File: src/hdl/assert_macros.svh
// ---------------------------------------------------------------------------
// Assertion macros
// Shared concurrent assertion forms, clocked on i_clk and quiet in reset.
// ---------------------------------------------------------------------------
`ifndef ASSERT_MACROS_SVH
`define ASSERT_MACROS_SVH

// The expression holds at every clock edge outside reset.
`define PFDE_ASSERT_ALWAYS(label, expr, msg) \
    label: assert property (@(posedge i_clk) disable iff (!i_rst_n) (expr)) else $error(msg);

// The consequent holds in the same cycle as the antecedent.
`define PFDE_ASSERT_IMPLY(label, ante, cons, msg) \
    label: assert property (@(posedge i_clk) disable iff (!i_rst_n) (ante) |-> (cons)) \
        else $error(msg);

// The consequent holds in the cycle after the antecedent.
`define PFDE_ASSERT_NEXT(label, ante, cons, msg) \
    label: assert property (@(posedge i_clk) disable iff (!i_rst_n) (ante) |=> (cons)) \
        else $error(msg);

`endif

File: src/hdl/pfde_pkg.sv
// ---------------------------------------------------------------------------
// pfde_pkg
// Types and constants shared by the draw engine controller and datapath.
// ---------------------------------------------------------------------------
package pfde_pkg;

    localparam int ACTION_W = 3;
    localparam int COORD_W  = 8;
    localparam int BYTE_W   = 8;

    localparam logic [BYTE_W-1:0] BYTE_ALL_ON  = 8'hFF;
    localparam logic [BYTE_W-1:0] BYTE_ALL_OFF = 8'h00;
    localparam logic [BYTE_W-1:0] BYTE_TOP_BIT = 8'h01;

    // Drawing command codes.
    typedef enum logic [ACTION_W-1:0] {
        ACT_PIXEL  = 3'd0,
        ACT_COLUMN = 3'd1,
        ACT_ROW    = 3'd2,
        ACT_FILL   = 3'd3,
        ACT_BOX    = 3'd4,
        ACT_READ   = 3'd5
    } t_action;

    // Which line segment the pixel walker is loaded with.
    typedef enum logic [2:0] {
        LD_PIXEL  = 3'd0,
        LD_ROW    = 3'd1,
        LD_TOP    = 3'd2,
        LD_BOTTOM = 3'd3,
        LD_LEFT   = 3'd4,
        LD_RIGHT  = 3'd5
    } t_edge_sel;

    // Memory address source.
    typedef enum logic [1:0] {
        AS_FILL   = 2'd0,
        AS_COLUMN = 2'd1,
        AS_PIXEL  = 2'd2,
        AS_READ   = 2'd3
    } t_addr_sel;

    // Memory write data source.
    typedef enum logic [1:0] {
        WS_ZERO    = 2'd0,
        WS_PATTERN = 2'd1,
        WS_COLUMN  = 2'd2,
        WS_PIXEL   = 2'd3
    } t_wdata_sel;

    // Commands from the controller to the datapath.
    typedef struct packed {
        logic       capture;
        logic       load_edge;
        t_edge_sel  edge_sel;
        logic       step_cur;
        logic       mem_rd;
        logic       mem_wr;
        t_addr_sel  addr_sel;
        t_wdata_sel wdata_sel;
        logic       fill_step;
        logic       band_step;
        logic       load_out;
    } t_cmd;

    // Status from the datapath to the controller.
    typedef struct packed {
        logic       at_end;
        logic       pix_on_screen;
        logic       col_on_screen;
        logic       fill_last;
        logic       band_last;
        logic [3:0] box_empty;
    } t_status;

endpackage

File: src/hdl/pfde_ctrl.sv
// ---------------------------------------------------------------------------
// pfde_ctrl
// Command sequencer: handshakes, clearing pass, fill, column, pixel walk and
// box edge stepping, and the result valid flag.
// ---------------------------------------------------------------------------
`include "assert_macros.svh"

module pfde_ctrl (
    input  logic                               i_clk,
    input  logic                               i_rst_n,
    input  logic                               i_s_valid,
    output logic                               o_s_ready,
    input  logic [pfde_pkg::ACTION_W-1:0]      i_action,
    output logic                               o_m_valid,
    input  logic                               i_m_ready,
    input  pfde_pkg::t_status                  i_status,
    output pfde_pkg::t_cmd                     o_cmd
);

    typedef enum logic [7:0] {
        S_CLEAR  = 8'b0000_0001,
        S_IDLE   = 8'b0000_0010,
        S_FILL   = 8'b0000_0100,
        S_COLUMN = 8'b0000_1000,
        S_EDGE   = 8'b0001_0000,
        S_PIX_RD = 8'b0010_0000,
        S_PIX_WR = 8'b0100_0000,
        S_READ   = 8'b1000_0000
    } t_state;

    // A result waiting for the output register; set by S_READ, cleared once loaded.
    logic   r_result_pend, n_result_pend;
    t_state r_state, n_state;
    logic [1:0] r_edge, n_edge;
    logic   r_box, n_box;
    logic   r_row, n_row;
    logic   r_out_valid, n_out_valid;
    logic   accept;
    logic   walk_done;
    logic   read_taken;

    assign o_s_ready  = (r_state == S_IDLE) && !r_result_pend;
    assign o_m_valid  = r_out_valid;
    assign accept     = i_s_valid && o_s_ready;
    assign read_taken = accept && (i_action == pfde_pkg::ACT_READ);

    // Next state and command decode.
    always_comb begin
        n_state       = r_state;
        n_edge        = r_edge;
        n_box         = r_box;
        n_row         = r_row;
        n_out_valid   = r_out_valid;
        n_result_pend = r_result_pend;
        walk_done     = 1'b0;

        o_cmd.capture   = 1'b0;
        o_cmd.load_edge = 1'b0;
        o_cmd.edge_sel  = pfde_pkg::LD_PIXEL;
        o_cmd.step_cur  = 1'b0;
        o_cmd.mem_rd    = 1'b0;
        o_cmd.mem_wr    = 1'b0;
        o_cmd.addr_sel  = pfde_pkg::AS_FILL;
        o_cmd.wdata_sel = pfde_pkg::WS_ZERO;
        o_cmd.fill_step = 1'b0;
        o_cmd.band_step = 1'b0;
        o_cmd.load_out  = 1'b0;

        if (r_out_valid && i_m_ready) begin
            n_out_valid = 1'b0;
        end

        // A fetched read byte moves to the output register once it is free.
        if (r_result_pend && (!r_out_valid || i_m_ready)) begin
            o_cmd.load_out = 1'b1;
            n_out_valid    = 1'b1;
            n_result_pend  = 1'b0;
        end

        case (r_state)
            S_CLEAR: begin
                o_cmd.mem_wr    = 1'b1;
                o_cmd.addr_sel  = pfde_pkg::AS_FILL;
                o_cmd.wdata_sel = pfde_pkg::WS_ZERO;
                o_cmd.fill_step = 1'b1;
                if (i_status.fill_last) begin
                    n_state = S_IDLE;
                end
            end
            S_IDLE: begin
                if (accept) begin
                    o_cmd.capture = 1'b1;
                    n_box  = 1'b0;
                    n_row  = 1'b0;
                    n_edge = 2'd0;
                    case (pfde_pkg::t_action'(i_action))
                        pfde_pkg::ACT_PIXEL:  n_state = S_EDGE;
                        pfde_pkg::ACT_ROW: begin
                            n_row   = 1'b1;
                            n_state = S_EDGE;
                        end
                        pfde_pkg::ACT_BOX: begin
                            n_box   = 1'b1;
                            n_state = S_EDGE;
                        end
                        pfde_pkg::ACT_COLUMN: n_state = S_COLUMN;
                        pfde_pkg::ACT_FILL:   n_state = S_FILL;
                        pfde_pkg::ACT_READ:   n_state = S_READ;
                        default:              n_state = S_IDLE;
                    endcase
                end
            end
            S_FILL: begin
                o_cmd.mem_wr    = 1'b1;
                o_cmd.addr_sel  = pfde_pkg::AS_FILL;
                o_cmd.wdata_sel = pfde_pkg::WS_PATTERN;
                o_cmd.fill_step = 1'b1;
                if (i_status.fill_last) begin
                    n_state = S_IDLE;
                end
            end
            S_COLUMN: begin
                if (!i_status.col_on_screen) begin
                    n_state = S_IDLE;
                end else begin
                    o_cmd.mem_wr    = 1'b1;
                    o_cmd.addr_sel  = pfde_pkg::AS_COLUMN;
                    o_cmd.wdata_sel = pfde_pkg::WS_COLUMN;
                    o_cmd.band_step = 1'b1;
                    if (i_status.band_last) begin
                        n_state = S_IDLE;
                    end
                end
            end
            S_EDGE: begin
                if (r_box && i_status.box_empty[r_edge]) begin
                    if (r_edge == 2'd3) begin
                        n_state = S_IDLE;
                    end else begin
                        n_edge = r_edge + 2'd1;
                    end
                end else begin
                    o_cmd.load_edge = 1'b1;
                    if (r_box) begin
                        case (r_edge)
                            2'd0:    o_cmd.edge_sel = pfde_pkg::LD_TOP;
                            2'd1:    o_cmd.edge_sel = pfde_pkg::LD_BOTTOM;
                            2'd2:    o_cmd.edge_sel = pfde_pkg::LD_LEFT;
                            default: o_cmd.edge_sel = pfde_pkg::LD_RIGHT;
                        endcase
                    end else if (r_row) begin
                        o_cmd.edge_sel = pfde_pkg::LD_ROW;
                    end else begin
                        o_cmd.edge_sel = pfde_pkg::LD_PIXEL;
                    end
                    n_state = S_PIX_RD;
                end
            end
            S_PIX_RD: begin
                if (i_status.pix_on_screen) begin
                    o_cmd.mem_rd   = 1'b1;
                    o_cmd.addr_sel = pfde_pkg::AS_PIXEL;
                    n_state        = S_PIX_WR;
                end else begin
                    walk_done = 1'b1;
                end
            end
            S_PIX_WR: begin
                o_cmd.mem_wr    = 1'b1;
                o_cmd.addr_sel  = pfde_pkg::AS_PIXEL;
                o_cmd.wdata_sel = pfde_pkg::WS_PIXEL;
                walk_done       = 1'b1;
            end
            S_READ: begin
                o_cmd.mem_rd   = 1'b1;
                o_cmd.addr_sel = pfde_pkg::AS_READ;
                n_result_pend  = 1'b1;
                n_state        = S_IDLE;
            end
            default: n_state = S_IDLE;
        endcase

        // Advance the walker after one pixel, move to the next box edge, or return to idle.
        if (walk_done) begin
            if (!i_status.at_end) begin
                o_cmd.step_cur = 1'b1;
                n_state        = S_PIX_RD;
            end else if (r_box && (r_edge != 2'd3)) begin
                n_edge  = r_edge + 2'd1;
                n_state = S_EDGE;
            end else begin
                n_state = S_IDLE;
            end
        end
    end

    // State registers.
    always_ff @(posedge i_clk) begin
        if (!i_rst_n) begin
            r_state       <= S_CLEAR;
            r_edge        <= 2'd0;
            r_box         <= 1'b0;
            r_row         <= 1'b0;
            r_out_valid   <= 1'b0;
            r_result_pend <= 1'b0;
        end else begin
            r_state       <= n_state;
            r_edge        <= n_edge;
            r_box         <= n_box;
            r_row         <= n_row;
            r_out_valid   <= n_out_valid;
            r_result_pend <= n_result_pend;
        end
    end

    // A read command is fetched in the cycle after it is taken.
    `PFDE_ASSERT_NEXT(a_read_issue, read_taken, r_state == S_READ, "read command not issued")
    // Every pixel write is preceded by the read of the same byte.
    `PFDE_ASSERT_IMPLY(a_rmw_order, r_state == S_PIX_WR, $past(o_cmd.mem_rd), "write without read")
    // The output register is only loaded once it is free.
    `PFDE_ASSERT_IMPLY(a_out_free, o_cmd.load_out, !r_out_valid || i_m_ready, "result overwritten")

endmodule

File: config.mk
export PLATFORM = sky130hd
export DESIGN_NAME = pfde_ctrl
export DESIGN_NICKNAME = d
export VERILOG_FILES = /design/src/hdl/pfde_pkg.sv /design/src/hdl/pfde_ctrl.sv
export VERILOG_INCLUDE_DIRS = /design/src /design/src/hdl
export SDC_FILE = /design/constraint.sdc
export NUM_CORES = 1
export LEC_CHECK = 0
export ABC_AREA = 1
export CAP_MARGIN = 20
export CELL_PAD_IN_SITES_DETAIL_PLACEMENT = 1
export CELL_PAD_IN_SITES_GLOBAL_PLACEMENT = 2
export CORE_MARGIN = 2
export CORE_UTILIZATION = 34
export CTS_BUF_LIST = sky130_fd_sc_hd__clkbuf_4 sky130_fd_sc_hd__clkbuf_8
export DETAILED_ROUTE_END_ITERATION = 8
export DONT_BUFFER_PORTS = 1
export GPL_ROUTABILITY_DRIVEN = 0
export PLACE_DENSITY_LB_ADDON = 0.25
export SETUP_SLACK_MARGIN = 0.02
export SLEW_MARGIN = 20
export SYNTH_ARGS = -nofsm -noshare
export SYNTH_HDL_FRONTEND = slang
export SYNTH_SLANG_ARGS = --single-unit
File: constraint.sdc
create_clock -name i_clk -period 1.4 [get_ports i_clk]
set_input_delay 0.14 -clock i_clk [delete_from_list [all_inputs] [get_ports i_clk]]
set_output_delay 0.14 -clock i_clk [all_outputs]
set_load 0.005 [all_outputs]
# Yosys cells after proc, flatten, opt, wreduce, memory -nomap -nowiden
# Index checks and enable logic that the tools add are counted.
[word_totals]
reg_bits = 14
out_inout_bits = 17
word_cells = 98
[op_classes]
addsub = 1
order_cmp = 1
eq_ne = 23
mux = 49
n_reduce_logical = 18
[op_table]
columns = ["op", "n"]
rows = [
  ["$mux 8", 8],
  ["$pmux 8 s6", 1],
  ["$pmux 8 s4", 1],
  ["$mux 1", 18],
  ["$mux 2", 7],
  ["$mux 5", 2],
  ["$pmux 3 s3", 1],
  ["$eq 8x1->1 const B", 1],
  ["$eq 8x2->1 const B", 1],
  ["$eq 8x3->1 const B", 1],
  ["$eq 8x4->1 const B", 1],
  ["$eq 8x5->1 const B", 1],
  ["$eq 8x6->1 const B", 1],
  ["$eq 8x7->1 const B", 1],
  ["$eq 8x8->1 const B", 1],
  ["$mux 4", 2],
  ["$ne 4x4->1 const B", 2],
  ["$pmux 2 s4", 1],
  ["$eq 3x2->1 const B", 2],
  ["$eq 3x3->1 const B", 2],
  ["$logic_and 1x1->1", 6],
  ["$mux 6", 1],
  ["$ne 3x3->1 const B", 2],
  ["$pmux 1 s2", 3],
  ["20 further kinds", 25],
]

# Logic depth before layout (Yosys ltp)
[depth]
ltp_word = 8
mapped_depth = 10
mapped_depth_nobuf = 10

# Least setup slack after synthesis
# Ideal clock, no wire load.
[synth_path]
kind = "reg-to-reg"
start = "reg r_edge[0]"
end = "reg r_edge[0]"
setup_time_ns = 0.117
arrival_time_ns = 1.182
setup_slack_ns = 0.101
path_stages_with_launch = 10
n_path_buf = 0
cell_sequence = "dfxtp_1 inv_1 nand2_1 nand3_1 nand2_1 nand2_1 nand2_1 o211ai_1 a21oi_1 nor2_1"
[synth_between]
elab_chain_cells = 8
elab_cells_between_ends = 14
classes_between = "add/sub (1); eq/ne (2); mux (9); reduce/logical (2)"
[synth_rtl]
columns = ["item", "line_no", "rtl"]
rows = [
  ["from (decl)", "pfde_ctrl.sv:34", "logic [1:0] r_edge, n_edge;"],
  ["from (signal assigned)", "pfde_ctrl.sv:208", "r_edge <= n_edge;"],
  ["$bmux 1 s2", "pfde_ctrl.sv:136", "if (r_box && i_status.box_empty[r_edge]) begin"],
  ["$mux 1 (not written as such)", "pfde_ctrl.sv:136", ""],
  ["$logic_and 1x1->1", "pfde_ctrl.sv:136", ""],
  ["$mux 2", "pfde_ctrl.sv:136", ""],
  ["$pmux 2 s2", "pfde_ctrl.sv:80", "case (r_state)"],
  ["$mux 2", "pfde_ctrl.sv:188", "end else if (r_box && (r_edge != 2'd3)) begin"],
  ["$mux 2", "pfde_ctrl.sv:185", "if (!i_status.at_end) begin"],
  ["$mux 2 *", "pfde_ctrl.sv:184", "if (walk_done) begin"],
]
# Every way passes the cells marked *; elsewhere a longest branch is shown, timed or not. The select of a mux whose other input is x is not followed.
# A chain may end at the register's enable or synchronous reset.

==> reports/qor.yml <==
routing:
  wire_per_inst_um: 15.19
  top_layer_used: "met4"
  post-route-drc-count: 0
  via_per_inst: 5.020
  vias: 1270
  ant_nets: 0
  drtPass1Iterations: 4
  drt-met1-wl_mm: 1.675
  first_iter_violations: 39
  met3WireLength_um: 128
  wl_mm: 3.842
  wl_met2_mm: 1.994
synth:
  syn-num-nets: 192
  synth_cell_types: 27
  syn_area_per_cell_um2: 6.476
  mappedNetlistArea_um2: 1107
  seq_area_frac_synth_pct: 25.31
  yosysWarnings: 0
  async_flop_share_pct: 0
  syn_inst: 171
  ys.flop_type: "dfxtp_1"
  synth_edf_count: 0
  ys_seq_elements: 14
pwr:
  ir_worst_vdd_uv: 532.5
  total_power_mw: 1.318
  leakage_nw: 0.7970
  power.density_nw_per_um2: 729.5
worst_hold_path:
  worstHoldStart: "i_action[2]"
  worstHoldEndpoint: "r_box$_SDFFE_PN0P_"
  holdCritPathClass: "input port to register"
  hold_depth: 2
clock_network:
  cts_made_buffers: 3
  path_clk_slew_ps: 90
  clk-insertion-delay-late_ps: 290
  clk_path_buf_depth: 2
  cts_num_sinks: 14
  htreeDepth: 1
  cts_tree: "done"
  clockRootBuffer: "clkbuf_4"
placement:
  hpwl_mm: 2.531
  io_buffer_count: 0
  placedCellCount: 223
run_status:
  status: "complete, but fails checks"
  violations: "setup timing"
setup_path:
  slowest_stage: "dfxtp_4"
  cp_num_buf_inv: 2
  cp.arrival_ps: 1430
  cp_top_family: "simple AND/OR/NAND/NOR gates"
  crit_fanout: 5
  worstSetupStartpoint: "r_state[2]$_SDFFE_PN0P_"
  critPathKind: "register to output pin"
  required_ps: 1260
  r2r_start: "r_state[2]$_SDFFE_PN0P_"
  worstRegToRegCells: 10
  cp-end-kind: "output pin"
  r2r_end: "r_state[1]$_SDFFE_PN0P_"
  path_cells: "nor2_4 > nand2_4 > clkinv_4 > nand2_4 > o21ai_4 > inv_2 > nor2_4"
  start_kind: "register"
  rrSetupSlack_ps: -110
  cpPeakStageDelay_ps: 370
floorplan:
  core_area_um2: 3078
  initial_utilization_pct: 35.98
  die_area_um2: 3730
  rows: 20
  die_h_um: 61.07
  die_w_um: 61.07
  io_pins: 33
timing:
  finalSetupViolations: 21
  period_minus_slack_ps: 1571
  postLayoutSetupSlackWorst_ps: -171.5
  fin_crit_sh_pct: 112.2
  worst_slew_margin_rel_pct: 68.76
  rsz0062_at_grt: "yes"
  finalHoldViolCount: 0
  report.final.slew_viol_count: 0
  finalClockSkew_ps: 2.501
  timing.fmax_mhz: 636.3
  tightest_slew_ps: 467.1
finish:
  n_fill_cell: 391
  nNetsFinal: 231
  layout_commonest_cell: "inv_1"
  drive_gt1_share_pct: 58.37
  instances_no_fill: 253
  final_cell_mix: "inv_1, buf_4, nor2_4, nand2_1"
  syn_to_final_growth_pct: 63.16
  diodes: 0
global_route:
  grt_max_degree: 9
  grt_util_all_layers_pct: 21.47
  grt_pass1_wl_mm: 5.871
  grt_overflow_total: 0
  antenna_found_initial: 0
  grt_pass1_vias: 1275
run:
  max-cap-violations: 0
worst register-to-register path, delay by kind of cell, from the launching register on:
family                 cells  cell delay, ps
and+or+nand+nor            8             750
DFF                        1             370
buffers and inverters      2             310
Yosys cell counts (2+ instances only):
master    n  area share (%)
inv_1    31              11
nor2_1   22             7.5
nand3_2   3             2.7
inv_2     2            0.68
nor3_1    3             1.4
ha_1      5             5.6
nand2_4   2             2.0
nand4_1   2             1.1
a21oi_1   9             4.1
o21ai_0  12             5.4
dfxtp_1  14              25
nand2_1  27             9.2
nor2_2    4             2.3
nor2_4    5             5.1
nand3_1  18             8.1
area by class of cell:
type / instances / area, um^2 / share of cell area (%)
multi-input combinational: 122 / 943.4 / 52.22
timing repair buffer: 35 / 322.8 / 17.87
sequential: 14 / 311.5 / 17.24
inverter: 34 / 137.6 / 7.618
tap: 44 / 55.05 / 3.047
clock buffer: 4 / 36.28 / 2.008
where the power goes:
part	total [mW]	internal [mW]	switching, mW
logic	0.554	0.242	0.313
registers	0.460	0.422	0.0384
clock network	0.304	0.158	0.145
total	1.32	0.822	0.496
worst max path at each step:
stage	end	slack [ps]	depth (start not counted)
global route	o_cmd[9]	-250	7
finish	o_cmd[9]	-170	7
detailed placement	r_edge[0]$_SDFF_PN0_	-110	8
floorplan	r_edge[0]$_SDFF_PN0_	100	9
global placement	r_edge[1]$_SDFF_PN0_	-100	8
CTS	o_cmd[9]	-170	7
what timing repair did:
action | 4_1_cts | 5_1_grt
resized for setup | 74 | 39
buffers inserted | 18 | 9
hold buffers | 1 | 0
endpoints found under the hold margin | 8 | 0
cloned | 0 | 0
endpoints found under the setup margin | 24 | 27
pin swaps | 21 | 23
layer usage:
metal  vias up  track usage [%]
li1        624                -
met1       610            26.41
met2        30            37.39
met3         6            4.622
met4         0            6.522
met5         -                0
cell families after synthesis:
logic type                 count (synthesis)  share of synthesized area, %
AOI/OAI and AO/OA                         27                         14.13
adders and majority gates                  5                         5.650
buffers and inverters                     35                         12.32
DFF                                       14                         25.31
and+or+nand+nor                           90                         42.60
registers in the layout, indices dropped and copies added (netlist names):
| signal | cells |
|---|---|
| o_m_valid | 1 |
| r_edge | 2 |
| r_box | 1 |
| r_result_pend | 1 |
| r_state | 8 |
| r_row | 1 |
stage by stage:
stage	hold WS (ps)	utilization, %	instance area (um^2)	TNS, ps	worst slack (ps)
finish	17.83	58.70	1807	-2047	-171.5
global placement	218.1	39.72	1222	-451.3	-96.87
detailed placement	224.2	39.72	1222	-484.9	-106.8
CTS	12.89	53.13	1635	-1461	-167.9
floorplan	216.2	-	1107	0	101.3
global route	3.185	58.70	1807	-4018	-250.9
No activity file was read; power rests on OpenSTA's default activity.
